### config.mk
export PLATFORM = sky130hd
export DESIGN_NAME = touch_contact_slot_tracker_core_flat
export DESIGN_NICKNAME = d
export VERILOG_FILES = /design/src/hdl/tct_pkg.sv /design/src/hdl/tct_if.sv /design/src/hdl/tct_mul_unit.sv /design/src/hdl/tct_slot_table.sv /design/src/hdl/tct_out_stage.sv /design/src/hdl/touch_contact_slot_tracker_core.sv /design/src/flat_wrapper.sv
export SDC_FILE = /design/constraint.sdc
export NUM_CORES = 1
export LEC_CHECK = 0
export BUFFER_PORTS_ARGS = -buffer_cell sky130_fd_sc_hd__buf_4
export CAP_MARGIN = 40
export CORE_ASPECT_RATIO = 0.7
export CORE_MARGIN = 5
export CORE_UTILIZATION = 56
export CTS_CLUSTER_SIZE = 20
export DETAILED_ROUTE_END_ITERATION = 10
export PLACE_DENSITY = 0.83
export SYNTH_ARGS = -nofsm -noshare
export SYNTH_HDL_FRONTEND = slang
export SYNTH_SLANG_ARGS = --single-unit
### constraint.sdc
create_clock -name clk -period 8.9 [get_ports clk]
set_input_delay 0.445 -clock clk [delete_from_list [all_inputs] [get_ports clk]]
set_output_delay 0.445 -clock clk [all_outputs]
set_load 0.02 [all_outputs]
### src/hdl/tct_pkg.sv
// ----------------------------------------------------------------------------
// tct_pkg
// Shared types and constants of the touch contact slot tracker.
// ----------------------------------------------------------------------------
package tct_pkg;

    // fixed field widths
    localparam int KIND_W     = 2;
    localparam int RAW_W      = 12;
    localparam int ISCALE_W   = 13;
    localparam int HEIGHT_W   = 14;
    localparam int POINT_X_W  = 13;
    localparam int POINT_Y_W  = 14;
    localparam int IDX_W      = 4;
    localparam int CNT_W      = 4;
    localparam int FRAC_BITS  = 12;
    localparam int CFG_IDX_W  = 1;
    localparam int CFG_DATA_W = 14;

    // event codes
    localparam logic [KIND_W-1:0] ACT_DOWN   = 2'd0;
    localparam logic [KIND_W-1:0] ACT_UP     = 2'd1;
    localparam logic [KIND_W-1:0] ACT_MOVE   = 2'd2;
    localparam logic [KIND_W-1:0] ACT_RESUME = 2'd3;

    // register indexes
    localparam logic [CFG_IDX_W-1:0] CFG_INV_SCALE     = 1'd0;
    localparam logic [CFG_IDX_W-1:0] CFG_LAYOUT_HEIGHT = 1'd1;

    // register reset values
    localparam logic [ISCALE_W-1:0] INV_SCALE_RESET = 13'd4096;
    localparam logic [HEIGHT_W-1:0] HEIGHT_RESET    = 14'd4096;

    // saturation limits
    localparam logic [POINT_X_W-1:0] POINT_X_MAX = 13'd8191;

    // sequencer states
    typedef enum logic [2:0] {
        ST_IDLE,
        ST_SCAN,
        ST_SCALE_X,
        ST_SCALE_Y,
        ST_LOAD
    } state_t;

    // slot table write command
    typedef struct packed {
        logic clear_all;
        logic wr_en;
        logic set_held;
        logic clr_held;
    } slot_ctl_t;

endpackage

### src/hdl/tct_if.sv
// ----------------------------------------------------------------------------
// tct_if
// Valid/ready channels for event items in and result items out.
// ----------------------------------------------------------------------------
interface tct_in_if
    import tct_pkg::*;
();
    logic                valid;
    logic                ready;
    logic [KIND_W-1:0]   action;
    logic [RAW_W-1:0]    raw_x;
    logic [RAW_W-1:0]    raw_y;

    modport source (output valid, action, raw_x, raw_y, input ready);
    modport sink   (input valid, action, raw_x, raw_y, output ready);
endinterface

interface tct_out_if
    import tct_pkg::*;
();
    logic                        valid;
    logic                        ready;
    logic [KIND_W-1:0]           event_kind;
    logic [POINT_X_W-1:0]        point_x;
    logic signed [POINT_Y_W-1:0] point_y;
    logic [IDX_W-1:0]            slot_index;
    logic [CNT_W-1:0]            contact_count;

    modport source (output valid, event_kind, point_x, point_y, slot_index, contact_count,
                    input ready);
    modport sink   (input valid, event_kind, point_x, point_y, slot_index, contact_count,
                    output ready);
endinterface

### src/hdl/tct_mul_unit.sv
// ----------------------------------------------------------------------------
// tct_mul_unit
// Shared unsigned multiplier with a registered product.
// ----------------------------------------------------------------------------
module tct_mul_unit
    import tct_pkg::*;
#(
    parameter int MW = 13
) (
    input  logic            clk,
    input  logic [MW-1:0]   a,
    input  logic [MW-1:0]   b,
    output logic [2*MW-1:0] p
);

    logic [2*MW-1:0] p_reg;

    // one product per cycle
    always_ff @(posedge clk)
    begin
        p_reg <= a * b;
    end

    assign p = p_reg;

endmodule

### src/hdl/tct_slot_table.sv
// ----------------------------------------------------------------------------
// tct_slot_table
// Held bits and last positions of the contact slots.
// ----------------------------------------------------------------------------
module tct_slot_table
    import tct_pkg::*;
#(
    parameter int SLOTS = 10,
    parameter int CW    = 12,
    parameter int SW    = 4
) (
    input  logic             clk,
    input  logic             rst_n,
    input  slot_ctl_t        ctl,
    input  logic [SW-1:0]    wr_idx,
    input  logic [CW-1:0]    wr_x,
    input  logic [CW-1:0]    wr_y,
    input  logic [SW-1:0]    rd_idx,
    output logic [SLOTS-1:0] held,
    output logic [CW-1:0]    rd_x,
    output logic [CW-1:0]    rd_y
);

    logic [SLOTS-1:0] held_reg;
    logic [CW-1:0]    pos_x_reg [SLOTS];
    logic [CW-1:0]    pos_y_reg [SLOTS];

    // held bits: cleared together on a pending clear, else set or freed one at a time
    always_ff @(posedge clk or negedge rst_n)
    begin
        if (!rst_n)
        begin
            held_reg <= '0;
        end
        else if (ctl.clear_all)
        begin
            held_reg <= '0;
        end
        else if (ctl.wr_en && ctl.set_held)
        begin
            held_reg[wr_idx] <= 1'b1;
        end
        else if (ctl.wr_en && ctl.clr_held)
        begin
            held_reg[wr_idx] <= 1'b0;
        end
    end

    // positions
    always_ff @(posedge clk or negedge rst_n)
    begin
        if (!rst_n)
        begin
            for (int i = 0; i < SLOTS; i++)
            begin
                pos_x_reg[i] <= '0;
                pos_y_reg[i] <= '0;
            end
        end
        else if (ctl.wr_en)
        begin
            pos_x_reg[wr_idx] <= wr_x;
            pos_y_reg[wr_idx] <= wr_y;
        end
    end

    assign held = held_reg;
    assign rd_x = pos_x_reg[rd_idx];
    assign rd_y = pos_y_reg[rd_idx];

endmodule

### src/hdl/tct_out_stage.sv
// ----------------------------------------------------------------------------
// tct_out_stage
// Scales, saturates and flips the point and holds the result item.
// ----------------------------------------------------------------------------
module tct_out_stage
    import tct_pkg::*;
#(
    parameter int MW = 13
) (
    input  logic                 clk,
    input  logic                 rst_n,
    input  logic                 load,
    input  logic [KIND_W-1:0]    kind,
    input  logic [2*MW-1:0]      prod_x,
    input  logic [2*MW-1:0]      prod_y,
    input  logic [HEIGHT_W-1:0]  height,
    input  logic [IDX_W-1:0]     slot_idx,
    input  logic [CNT_W-1:0]     count,
    output logic                 free,
    tct_out_if.source            res
);

    localparam int SAT_LSB = FRAC_BITS + POINT_X_W;
    localparam int FLIP_W  = HEIGHT_W + 2;

    logic                        valid_reg;
    logic [KIND_W-1:0]           kind_reg;
    logic [POINT_X_W-1:0]        px_reg;
    logic signed [POINT_Y_W-1:0] py_reg;
    logic [IDX_W-1:0]            idx_reg;
    logic [CNT_W-1:0]            cnt_reg;

    logic [POINT_X_W-1:0]        sx;
    logic [POINT_X_W-1:0]        sy;
    logic signed [FLIP_W-1:0]    flip;
    logic signed [POINT_Y_W-1:0] py;

    // drop the fraction and saturate the scaled coordinates
    always_comb
    begin
        sx = (|prod_x[2*MW-1:SAT_LSB]) ? POINT_X_MAX : prod_x[SAT_LSB-1:FRAC_BITS];
        sy = (|prod_y[2*MW-1:SAT_LSB]) ? POINT_X_MAX : prod_y[SAT_LSB-1:FRAC_BITS];
    end

    // flip y against the layout height and clamp to the signed field
    always_comb
    begin
        flip = $signed({2'b00, height}) - $signed(FLIP_W'(1))
               - $signed({{(FLIP_W-POINT_X_W){1'b0}}, sy});
        if (flip > $signed(FLIP_W'(8191)))
        begin
            py = 14'sd8191;
        end
        else if (flip < -$signed(FLIP_W'(8192)))
        begin
            py = -14'sd8192;
        end
        else
        begin
            py = flip[POINT_Y_W-1:0];
        end
    end

    assign free = !valid_reg || res.ready;

    // output handshake state
    always_ff @(posedge clk or negedge rst_n)
    begin
        if (!rst_n)
        begin
            valid_reg <= 1'b0;
        end
        else if (load)
        begin
            valid_reg <= 1'b1;
        end
        else if (res.ready)
        begin
            valid_reg <= 1'b0;
        end
    end

    // result payload
    always_ff @(posedge clk)
    begin
        if (load)
        begin
            kind_reg <= kind;
            px_reg   <= sx;
            py_reg   <= py;
            idx_reg  <= slot_idx;
            cnt_reg  <= count;
        end
    end

    assign res.valid         = valid_reg;
    assign res.event_kind    = kind_reg;
    assign res.point_x       = px_reg;
    assign res.point_y       = py_reg;
    assign res.slot_index    = idx_reg;
    assign res.contact_count = cnt_reg;

    // a new item only lands in a free register
    a_load_free: assert property (@(posedge clk) disable iff (!rst_n) load |-> free)
        else $error("result loaded over a waiting item");

    // a waiting item is not dropped
    a_hold_valid: assert property (@(posedge clk) disable iff (!rst_n)
        (res.valid && !res.ready) |=> res.valid)
        else $error("waiting result lost");

    // y stays inside the signed range after the clamp
    a_py_range: assert property (@(posedge clk) disable iff (!rst_n)
        load |-> (py <= 14'sd8191))
        else $error("flipped y out of range");

endmodule

### src/hdl/touch_contact_slot_tracker_core.sv
// ----------------------------------------------------------------------------
// touch_contact_slot_tracker_core
// Touch contact slot tracker: assigns down events to free slots and matches
// up and move events to the nearest held slot.
// ----------------------------------------------------------------------------
// Usage
//   evt carries event items (action, raw_x, raw_y) on valid/ready; res carries
//   result items (event_kind, point_x, point_y, slot_index, contact_count).
//   cfg_we/cfg_index/cfg_wdata write inverse_scale (index 0) and
//   layout_height (index 1); write them only while the block is idle.
//   One item is worked on at a time; evt.ready is high only when idle.
//   A resume item gives no result; the block stays idle.
//   Down, up and move items scan the slot table with the one shared
//   multiplier: two products (dx squared, dy squared) per slot, then two
//   more for the scaled x and y, and then the result is loaded. Down items
//   with a full table and up or move items with no held slot give no result.
//   A finished result waits in the output register; if res stalls, the
//   block holds in its last step until the register frees, and accepts the
//   next item once the result has moved in.
//   Reset empties every slot, drops a pending clear, sets inverse_scale and
//   layout_height to 4096 and empties the output register.
// ----------------------------------------------------------------------------
module touch_contact_slot_tracker_core
    import tct_pkg::*;
#(
    parameter int SLOTS      = 10,
    parameter int COORD_BITS = 12
) (
    input  logic                  clk,
    input  logic                  rst_n,
    tct_in_if.sink                evt,
    tct_out_if.source             res,
    input  logic                  cfg_we,
    input  logic [CFG_IDX_W-1:0]  cfg_index,
    input  logic [CFG_DATA_W-1:0] cfg_wdata
);

    localparam int CW   = COORD_BITS;
    localparam int MW   = (CW > ISCALE_W) ? CW : ISCALE_W;
    localparam int SW   = (SLOTS > 1) ? $clog2(SLOTS) : 1;
    localparam int CNTW = $clog2(SLOTS + 1);
    localparam int DW   = 2 * CW + 1;
    localparam logic [SW-1:0] LAST_SLOT = SW'(SLOTS - 1);

    // configuration
    logic [ISCALE_W-1:0] inv_scale_reg;
    logic [HEIGHT_W-1:0] height_reg;

    // sequencer state
    state_t              state_reg, state_next;
    logic                clear_pending_reg, clear_pending_next;
    logic [KIND_W-1:0]   act_reg, act_next;
    logic [CW-1:0]       x_reg, x_next;
    logic [CW-1:0]       y_reg, y_next;
    logic [SW-1:0]       issue_idx_reg, issue_idx_next;
    logic                phase_reg, phase_next;
    logic                issue_done_reg, issue_done_next;
    logic                prev_valid_reg, prev_valid_next;
    logic                prev_phase_reg, prev_phase_next;
    logic [SW-1:0]       prev_idx_reg, prev_idx_next;
    logic [2*CW-1:0]     acc_reg, acc_next;
    logic [DW-1:0]       best_d_reg, best_d_next;
    logic [SW-1:0]       best_idx_reg, best_idx_next;
    logic                found_reg, found_next;
    logic [SW-1:0]       free_idx_reg, free_idx_next;
    logic                free_found_reg, free_found_next;
    logic [CNTW-1:0]     cnt_reg, cnt_next;
    logic [2*MW-1:0]     sx_reg, sx_next;

    // datapath
    logic                accept;
    logic [MW-1:0]       mul_a;
    logic [MW-1:0]       mul_b;
    logic [2*MW-1:0]     prod;
    logic [CW-1:0]       diff;
    logic [DW-1:0]       slot_dist;
    logic                hit;
    logic [CNTW:0]       rep_cnt;
    slot_ctl_t           ctl;
    logic [SW-1:0]       wr_idx;
    logic [SLOTS-1:0]    held;
    logic [CW-1:0]       rd_x;
    logic [CW-1:0]       rd_y;
    logic                out_free;
    logic                load;

    assign evt.ready = (state_reg == ST_IDLE);
    assign accept    = evt.valid && evt.ready;

    // configuration write decode
    always_ff @(posedge clk or negedge rst_n)
    begin
        if (!rst_n)
        begin
            inv_scale_reg <= INV_SCALE_RESET;
            height_reg    <= HEIGHT_RESET;
        end
        else if (cfg_we)
        begin
            unique case (cfg_index)
                CFG_INV_SCALE:     inv_scale_reg <= cfg_wdata[ISCALE_W-1:0];
                CFG_LAYOUT_HEIGHT: height_reg    <= cfg_wdata[HEIGHT_W-1:0];
                default:           ;
            endcase
        end
    end

    // shared multiplier
    tct_mul_unit #(
        .MW (MW)
    ) u_mul (
        .clk (clk),
        .a   (mul_a),
        .b   (mul_b),
        .p   (prod)
    );

    // slot table
    tct_slot_table #(
        .SLOTS (SLOTS),
        .CW    (CW),
        .SW    (SW)
    ) u_table (
        .clk    (clk),
        .rst_n  (rst_n),
        .ctl    (ctl),
        .wr_idx (wr_idx),
        .wr_x   (x_reg),
        .wr_y   (y_reg),
        .rd_idx (issue_idx_reg),
        .held   (held),
        .rd_x   (rd_x),
        .rd_y   (rd_y)
    );

    // difference for the slot being issued and distance of the slot finishing this cycle
    assign diff = phase_reg ? ((rd_y > y_reg) ? rd_y - y_reg : y_reg - rd_y)
                            : ((rd_x > x_reg) ? rd_x - x_reg : x_reg - rd_x);
    assign slot_dist = {1'b0, acc_reg} + {1'b0, prod[2*CW-1:0]};

    assign hit     = (act_reg == ACT_DOWN) ? free_found_reg : found_reg;
    assign wr_idx  = (act_reg == ACT_DOWN) ? free_idx_reg : best_idx_reg;
    assign rep_cnt = (act_reg == ACT_DOWN) ? {1'b0, cnt_reg} + (CNTW + 1)'(1)
                                           : {1'b0, cnt_reg};

    // output register and point formatting
    tct_out_stage #(
        .MW (MW)
    ) u_out (
        .clk      (clk),
        .rst_n    (rst_n),
        .load     (load),
        .kind     (act_reg),
        .prod_x   (sx_reg),
        .prod_y   (prod),
        .height   (height_reg),
        .slot_idx (IDX_W'(wr_idx)),
        .count    (CNT_W'(rep_cnt)),
        .free     (out_free),
        .res      (res)
    );

    // sequencer state registers
    always_ff @(posedge clk or negedge rst_n)
    begin
        if (!rst_n)
        begin
            state_reg         <= ST_IDLE;
            clear_pending_reg <= 1'b0;
            issue_idx_reg     <= '0;
            phase_reg         <= 1'b0;
            issue_done_reg    <= 1'b0;
            prev_valid_reg    <= 1'b0;
            found_reg         <= 1'b0;
            free_found_reg    <= 1'b0;
            cnt_reg           <= '0;
        end
        else
        begin
            state_reg         <= state_next;
            clear_pending_reg <= clear_pending_next;
            issue_idx_reg     <= issue_idx_next;
            phase_reg         <= phase_next;
            issue_done_reg    <= issue_done_next;
            prev_valid_reg    <= prev_valid_next;
            found_reg         <= found_next;
            free_found_reg    <= free_found_next;
            cnt_reg           <= cnt_next;
        end
    end

    // working registers
    always_ff @(posedge clk)
    begin
        act_reg        <= act_next;
        x_reg          <= x_next;
        y_reg          <= y_next;
        prev_phase_reg <= prev_phase_next;
        prev_idx_reg   <= prev_idx_next;
        acc_reg        <= acc_next;
        best_d_reg     <= best_d_next;
        best_idx_reg   <= best_idx_next;
        free_idx_reg   <= free_idx_next;
        sx_reg         <= sx_next;
    end

    // next state and datapath control
    always_comb
    begin
        state_next         = state_reg;
        clear_pending_next = clear_pending_reg;
        act_next           = act_reg;
        x_next             = x_reg;
        y_next             = y_reg;
        issue_idx_next     = issue_idx_reg;
        phase_next         = phase_reg;
        issue_done_next    = issue_done_reg;
        prev_valid_next    = 1'b0;
        prev_phase_next    = prev_phase_reg;
        prev_idx_next      = prev_idx_reg;
        acc_next           = acc_reg;
        best_d_next        = best_d_reg;
        best_idx_next      = best_idx_reg;
        found_next         = found_reg;
        free_idx_next      = free_idx_reg;
        free_found_next    = free_found_reg;
        cnt_next           = cnt_reg;
        sx_next            = sx_reg;
        ctl                = '0;
        load               = 1'b0;
        mul_a              = MW'(y_reg);
        mul_b              = MW'(inv_scale_reg);

        unique case (state_reg)
            ST_IDLE:
            begin
                if (accept)
                begin
                    act_next = evt.action;
                    x_next   = CW'(evt.raw_x);
                    y_next   = CW'(evt.raw_y);
                    if (evt.action == ACT_RESUME)
                    begin
                        clear_pending_next = 1'b1;
                    end
                    else
                    begin
                        if (evt.action == ACT_DOWN && clear_pending_reg)
                        begin
                            ctl.clear_all      = 1'b1;
                            clear_pending_next = 1'b0;
                        end
                        issue_idx_next  = '0;
                        phase_next      = 1'b0;
                        issue_done_next = 1'b0;
                        found_next      = 1'b0;
                        free_found_next = 1'b0;
                        cnt_next        = '0;
                        state_next      = ST_SCAN;
                    end
                end
            end

            ST_SCAN:
            begin
                // issue dx squared then dy squared for each slot
                mul_a = MW'(diff);
                mul_b = MW'(diff);
                if (!issue_done_reg)
                begin
                    prev_valid_next = 1'b1;
                    prev_phase_next = phase_reg;
                    prev_idx_next   = issue_idx_reg;
                    phase_next      = !phase_reg;
                    if (phase_reg)
                    begin
                        if (issue_idx_reg == LAST_SLOT)
                        begin
                            issue_done_next = 1'b1;
                        end
                        else
                        begin
                            issue_idx_next = issue_idx_reg + SW'(1);
                        end
                    end
                end

                // finish the slot whose products are back
                if (prev_valid_reg)
                begin
                    if (!prev_phase_reg)
                    begin
                        acc_next = prod[2*CW-1:0];
                    end
                    else if (held[prev_idx_reg])
                    begin
                        cnt_next = cnt_reg + CNTW'(1);
                        if (!found_reg || slot_dist < best_d_reg)
                        begin
                            found_next    = 1'b1;
                            best_idx_next = prev_idx_reg;
                            best_d_next   = slot_dist;
                        end
                    end
                    else if (!free_found_reg)
                    begin
                        free_found_next = 1'b1;
                        free_idx_next   = prev_idx_reg;
                    end
                end

                if (issue_done_reg && !prev_valid_reg)
                begin
                    state_next = hit ? ST_SCALE_X : ST_IDLE;
                end
            end

            ST_SCALE_X:
            begin
                mul_a      = MW'(x_reg);
                state_next = ST_SCALE_Y;
            end

            ST_SCALE_Y:
            begin
                sx_next    = prod;
                state_next = ST_LOAD;
            end

            ST_LOAD:
            begin
                // y product stays in the multiplier until the output frees
                if (out_free)
                begin
                    load         = 1'b1;
                    ctl.wr_en    = 1'b1;
                    ctl.set_held = (act_reg == ACT_DOWN);
                    ctl.clr_held = (act_reg == ACT_UP);
                    state_next   = ST_IDLE;
                end
            end

            default:
            begin
                state_next = ST_IDLE;
            end
        endcase
    end

    // a down item always takes a slot that was free
    a_down_free: assert property (@(posedge clk) disable iff (!rst_n)
        (load && act_reg == ACT_DOWN) |-> !held[free_idx_reg])
        else $error("down item placed in a held slot");

    // up and move items only touch a held slot
    a_match_held: assert property (@(posedge clk) disable iff (!rst_n)
        (load && act_reg != ACT_DOWN) |-> held[best_idx_reg])
        else $error("up or move matched a free slot");

    // the held count never passes the table size
    a_cnt_range: assert property (@(posedge clk) disable iff (!rst_n)
        cnt_reg <= CNTW'(SLOTS))
        else $error("held count beyond table size");

    // a resume item arms the pending clear
    a_resume_arm: assert property (@(posedge clk) disable iff (!rst_n)
        (accept && evt.action == ACT_RESUME) |=> clear_pending_reg)
        else $error("resume did not arm the clear");

    // the scan stops on a whole slot
    a_scan_whole: assert property (@(posedge clk) disable iff (!rst_n)
        (state_reg == ST_SCAN && issue_done_reg) |-> !phase_reg)
        else $error("scan stopped mid slot");

endmodule
### src/flat_wrapper.sv
// flat-port wrapper written by rule: the top's interface ports become plain ports
module touch_contact_slot_tracker_core_flat import tct_pkg::*;
#(
    parameter int SLOTS      = 10,
    parameter int COORD_BITS = 12
)
  (clk, rst_n, cfg_we, cfg_index, cfg_wdata, evt_valid, evt_action, evt_raw_x, evt_raw_y, evt_ready, res_valid, res_event_kind, res_point_x, res_point_y, res_slot_index, res_contact_count, res_ready);
  tct_in_if evt_i ();
  tct_out_if res_i ();
  input  logic clk;
  input  logic rst_n;
  input  logic cfg_we;
  input  logic [CFG_IDX_W-1:0] cfg_index;
  input  logic [CFG_DATA_W-1:0] cfg_wdata;
  input wire logic [$bits(evt_i.valid)-1:0] evt_valid;
  input wire logic [$bits(evt_i.action)-1:0] evt_action;
  input wire logic [$bits(evt_i.raw_x)-1:0] evt_raw_x;
  input wire logic [$bits(evt_i.raw_y)-1:0] evt_raw_y;
  output wire logic [$bits(evt_i.ready)-1:0] evt_ready;
  output wire logic [$bits(res_i.valid)-1:0] res_valid;
  output wire logic [$bits(res_i.event_kind)-1:0] res_event_kind;
  output wire logic [$bits(res_i.point_x)-1:0] res_point_x;
  output wire logic [$bits(res_i.point_y)-1:0] res_point_y;
  output wire logic [$bits(res_i.slot_index)-1:0] res_slot_index;
  output wire logic [$bits(res_i.contact_count)-1:0] res_contact_count;
  input wire logic [$bits(res_i.ready)-1:0] res_ready;
  assign evt_i.valid = evt_valid;
  assign evt_i.action = evt_action;
  assign evt_i.raw_x = evt_raw_x;
  assign evt_i.raw_y = evt_raw_y;
  assign evt_ready = evt_i.ready;
  assign res_valid = res_i.valid;
  assign res_event_kind = res_i.event_kind;
  assign res_point_x = res_i.point_x;
  assign res_point_y = res_i.point_y;
  assign res_slot_index = res_i.slot_index;
  assign res_contact_count = res_i.contact_count;
  assign res_i.ready = res_ready;
  touch_contact_slot_tracker_core #(.SLOTS(SLOTS), .COORD_BITS(COORD_BITS)) u_core (.clk(clk), .rst_n(rst_n), .evt(evt_i), .res(res_i), .cfg_we(cfg_we), .cfg_index(cfg_index), .cfg_wdata(cfg_wdata));
endmodule
==> metrics.md <==
| Metric | Value |
|---|---|
| Crit path time final | `around 8.8 ns` |
| Initial antenna violation count | `0` |
| Crit Reg-Reg Startpoint | `u_core.issue_idx_reg[0]` |
| Max-slew violations | `0` |
| Worst min path class | `input port to flop` |
| Status | `finished clean` |
| Portion of the post-synthesis area used by sequential elements | `42.3%` |
| Critical path type | `flop to flop` |
| Worst-path fanout max | `6` |
| Least-Margin Pin Slew | `1.03 ns` |
| Fraction of layout cells with a size suffix above 1 | `a little over a quarter` |
| Max clock buf depth | `3` |
| Detail-routed via count per cell | `6.14` |
| Syn_area_per_cell | `11.0 µm²` |
| Starting density of the core | `56.2%` |
| Pin count of the biggest net entering global routing | `191` |
| Startpoint class of the critical path | `flop` |
| Number of DRC markers in iteration 0 | `2,291` |
| R2r endpoint | `u_core.u_mul.p[15]` |
| Top-area cell type share of the netlist area | `25.8%` |
| Number of flops mapped to enable cells by yosys | `138` |
| Clock input transition at the sequential cells of the worst setup and hold paths | `0.07 ns` |
| Kind of end point of the critical path | `flop` |
| Fraction of the mapped netlist area in adder cells | `~16%` |
| Basic-gate share of the synthesized area counting and, or, nand and nor cells | `10.1%` |
| Vias after detailed routing | `22.0k` |
| Worst endpoint required time | `approximately 9.4 ns` |
| Vias in the first global route | `22.2k` |
| Largest family of logic cells by synthesized area | `adder cells` |
| Post-synthesis compound-gate area fraction | `between 10 and 15%` |
| Overflow left after global routing | `0` |
| Area growth from synthesis to layout | `19.1%` |
| Clock skew | `0.0215 ns` |
| Endpoint arrival time on the critical path | `about 9.4 ns` |
| Number of synthesized register bits | `458` |
| Hold path depth | `1` |
| Clock latency reported for the late side of the worst-skew pair | `0.59 ns` |
| Relative slew slack | `31.4%` |
| Final setup violation count | `0` |
| Maximum clock rate | `113 MHz` |
| Worst stage delay on the critical path | `approximately 0.55 ns` |
| Post-layout worst setup margin | `0.0505 ns` |
| Standard-cell row count | `just under 70` |
| Diodes inserted | `0` |
| Total count of hold-check failures in the final report | `0` |
| Hold path startpoint | `evt_raw_x[7]` |
| Number of nets produced by synthesis | `2,921` |
| Multiplexer fraction of the synthesized cell area | `12.4%` |
| DPL Wire Length | `55,700 µm` |
| DRC violation count after routing | `0` |
| Max-capacitance violation count | `0` |
| Ys flop type | `sky130_fd_sc_hd__dfrtp_1` |
| Worst-case register-to-register setup slack | `0.05 ns` |
| Weighted congestion at the end of routability-driven global placement | `0.977` |
| Area of the core | `50,500 µm²` |
| I/O pin count | `85` |
| Hold Crit Endpoint | `u_core.x_reg[7]` |
| Synth Warn # | `0` |
| Sinks on the clock net | `458` |
| Period Utilization, post-route | `99.4%` |
| Aggregate routed wire length | `78,600 µm` |
| Detail-routed net length per standard cell | `22.0 µm` |
| Logic depth of the worst register-to-register path | `34` |
| Pre-CTS WS | `-0.491 ns` |
| Buffer type at the clock tree root | `sky130_fd_sc_hd__clkbuf_16` |
| Overall die area | `55,400 µm²` |
| Slowest-stage cell, CP | `sky130_fd_sc_hd__fa_2` |
| Maximum level of the CTS H-tree | `2` |
| NumNets Final | `3,210` |
| Chip Width | `279 µm` |
| Cell type contributing the most total cell area after synthesis | `sky130_fd_sc_hd__dfrtp_1` |
| Non-Filler Instances | `3,581` |
| ANT nets after route | `0` |
| CTS tree | `done` |
| Gate Count Post-Synth | `2,583` |
| Area of the mapped netlist | `about 28,000 µm²` |
| DR pass1 iterations | `6` |
| Top post-synthesis cells by area | `sky130_fd_sc_hd__dfrtp_1, sky130_fd_sc_hd__edfxtp_1, sky130_fd_sc_hd__fa_1` |
| Placed cells | `3,461` |
| Number of distinct standard cells referenced by the synthesized netlist | `88` |
| Async set-or-reset flop fraction in the synthesized netlist | `between 60% and 70%` |
| Library cell appearing most often on the critical path | `sky130_fd_sc_hd__inv_1` |
| Die Y-Extent | `between 150 and 200 µm` |
| Synth Area in XOR/XNOR | `2.00%` |
| First-pass GRT wire length | `123,000 µm` |
| Overall Global Routing Usage | `between 20% and 30%` |
| Total negative setup slack | `0 ns` |
| TritonCTS Buffers | `between 40 and 50` |
| Port buffer count | `84` |
metrics by stage:
step / area [µm²] / hold WS, ns / util, %
3_3_place_gp: 31300 / 0.410 / 61.9
4_1_cts: 32900 / 0.00646 / 65.2
6_report: 33800 / 0.0337 / 67.0
3_5_place_dp: 31300 / 0.405 / 62.0
5_1_grt: 33800 / 0.0151 / 67.0
2_1_floorplan: 28400 / 0.149 / -
cells in the final DEF (no fill, tap or decap), types with 9 or more instances in the layout:
master,instances
sky130_fd_sc_hd__o21ai_2,10
sky130_fd_sc_hd__a21oi_2,9
sky130_fd_sc_hd__o22ai_1,15
sky130_fd_sc_hd__edfxtp_1,138
sky130_fd_sc_hd__xnor2_1,40
sky130_fd_sc_hd__or3_1,12
sky130_fd_sc_hd__xor2_1,20
sky130_fd_sc_hd__nand3_1,30
sky130_fd_sc_hd__a211oi_1,14
sky130_fd_sc_hd__clkbuf_16,48
sky130_fd_sc_hd__buf_12,13
sky130_fd_sc_hd__dfxtp_1,25
sky130_fd_sc_hd__nand4_1,20
sky130_fd_sc_hd__a21oi_1,81
sky130_fd_sc_hd__and3_1,9
sky130_fd_sc_hd__fa_1,111
sky130_fd_sc_hd__o21ai_0,167
sky130_fd_sc_hd__mux4_2,50
sky130_fd_sc_hd__buf_4,325
sky130_fd_sc_hd__o22a_1,22
sky130_fd_sc_hd__clkbuf_1,11
sky130_fd_sc_hd__mux2_2,148
sky130_fd_sc_hd__a21o_1,57
sky130_fd_sc_hd__o21ai_1,18
sky130_fd_sc_hd__nor2_1,84
sky130_fd_sc_hd__nand2_1,237
sky130_fd_sc_hd__o21a_1,17
sky130_fd_sc_hd__nor3_1,41
sky130_fd_sc_hd__ha_1,160
sky130_fd_sc_hd__dfrtp_1,291
sky130_fd_sc_hd__nor2b_1,33
sky130_fd_sc_hd__ha_4,13
sky130_fd_sc_hd__mux2i_1,63
sky130_fd_sc_hd__inv_1,255
sky130_fd_sc_hd__and2_1,17
sky130_fd_sc_hd__o211ai_1,13
sky130_fd_sc_hd__nand2b_1,37
repair_timing:
action | in CTS | in global routing
setup endpoints to repair | 10 | 12
pin swaps | 8 | 75
hold buffers | 1 | 0
buffers inserted | 8 | 28
resized for setup | 17 | 129
hold endpoints to repair | 92 | 0
gates cloned | 1 | 2
worst max-delay path: cells and delay by family (launching register included):
family | cells | cell delay [ns]
flops | 1 | 0.48
compound gates | 13 | 3.01
buf+inv | 8 | 0.83
mux | 2 | 0.69
xor+xnor | 1 | 0.16
simple gates | 2 | 0.27
fa+ha+maj | 8 | 3.30
area by class of cell:
type,count,area (µm²)
Timing Repair Buffer,355,2940
Inverter,256,961
Multi-Input combinational cell,1758,15700
Clock buffer,65,1300
Tap cell,674,843
Sequential cell,458,12000
Fill cell,3523,16700
Clock inverter,15,91.3
synthesized netlist by cell type (7+ instances only):
| cell | number |
|---|---|
| sky130_fd_sc_hd__or2_2 | 8 |
| sky130_fd_sc_hd__o22ai_1 | 16 |
| sky130_fd_sc_hd__o211ai_1 | 13 |
| sky130_fd_sc_hd__o21ai_0 | 183 |
| sky130_fd_sc_hd__and2_1 | 17 |
| sky130_fd_sc_hd__a21o_1 | 57 |
| sky130_fd_sc_hd__nand2_1 | 242 |
| sky130_fd_sc_hd__mux2_2 | 148 |
| sky130_fd_sc_hd__and3_1 | 11 |
| sky130_fd_sc_hd__buf_1 | 10 |
| sky130_fd_sc_hd__xnor2_1 | 40 |
| sky130_fd_sc_hd__ha_1 | 176 |
| sky130_fd_sc_hd__mux4_2 | 50 |
| sky130_fd_sc_hd__nor2_1 | 92 |
| sky130_fd_sc_hd__dfxtp_1 | 25 |
| sky130_fd_sc_hd__buf_2 | 26 |
| sky130_fd_sc_hd__or3_1 | 13 |
| sky130_fd_sc_hd__a31oi_1 | 8 |
| sky130_fd_sc_hd__fa_1 | 116 |
| sky130_fd_sc_hd__o21a_1 | 17 |
| sky130_fd_sc_hd__xor2_1 | 23 |
| sky130_fd_sc_hd__o22a_1 | 22 |
| sky130_fd_sc_hd__o2111ai_1 | 8 |
| sky130_fd_sc_hd__nor3_1 | 44 |
| sky130_fd_sc_hd__clkbuf_1 | 73 |
| sky130_fd_sc_hd__mux2i_1 | 70 |
| sky130_fd_sc_hd__nor4_1 | 8 |
| sky130_fd_sc_hd__nand2b_1 | 37 |
| sky130_fd_sc_hd__inv_1 | 256 |
| sky130_fd_sc_hd__a211o_1 | 8 |
| sky130_fd_sc_hd__nand3_1 | 35 |
| sky130_fd_sc_hd__nor2b_1 | 36 |
| sky130_fd_sc_hd__nand4_1 | 20 |
| sky130_fd_sc_hd__a21oi_1 | 91 |
| sky130_fd_sc_hd__o21ai_1 | 12 |
| sky130_fd_sc_hd__edfxtp_1 | 138 |
| sky130_fd_sc_hd__a211oi_1 | 15 |
| sky130_fd_sc_hd__a21boi_0 | 7 |
| sky130_fd_sc_hd__o31ai_1 | 7 |
| sky130_fd_sc_hd__dfrtp_1 | 293 |
per-layer routing:
layer / global-route usage (%) / part of all wire (%) / routed length, µm
met5: 0 / 0 / 0
met4: 6.83 / 1.9 / 1490
met3: 5.90 / 8.9 / 7020
met2: 43.6 / 46 / 36500
met1: 40.0 / 43 / 33600
how the worst max path moves through the flow:
stage / from / end / slack, ns
after floorplan: u_core.issue_idx_reg[0] / u_core.u_mul.p[24] / 0.01
after global placement: u_core.issue_idx_reg[0] / u_core.u_mul.p[24] / -0.33
after detailed placement: u_core.issue_idx_reg[0] / u_core.u_mul.p[24] / -0.49
after CTS: u_core.issue_idx_reg[0] / u_core.u_mul.p[23] / 0.01
after global routing: u_core.issue_idx_reg[0] / u_core.u_mul.p[15] / -0.19
final: u_core.issue_idx_reg[0] / u_core.u_mul.p[15] / 0.05
cells by family after synthesis:
logic type,after synthesis
AOI/OAI and AO/OA,534
adders and majority gates,292
buffers and inverters,367
xor gates and xnor gates,64
and+or+nand+nor,597
muxes,271
DFF,458
Power is not shown: default switching activity piles up to over one toggle a cycle in this logic, so the estimate is an artifact.
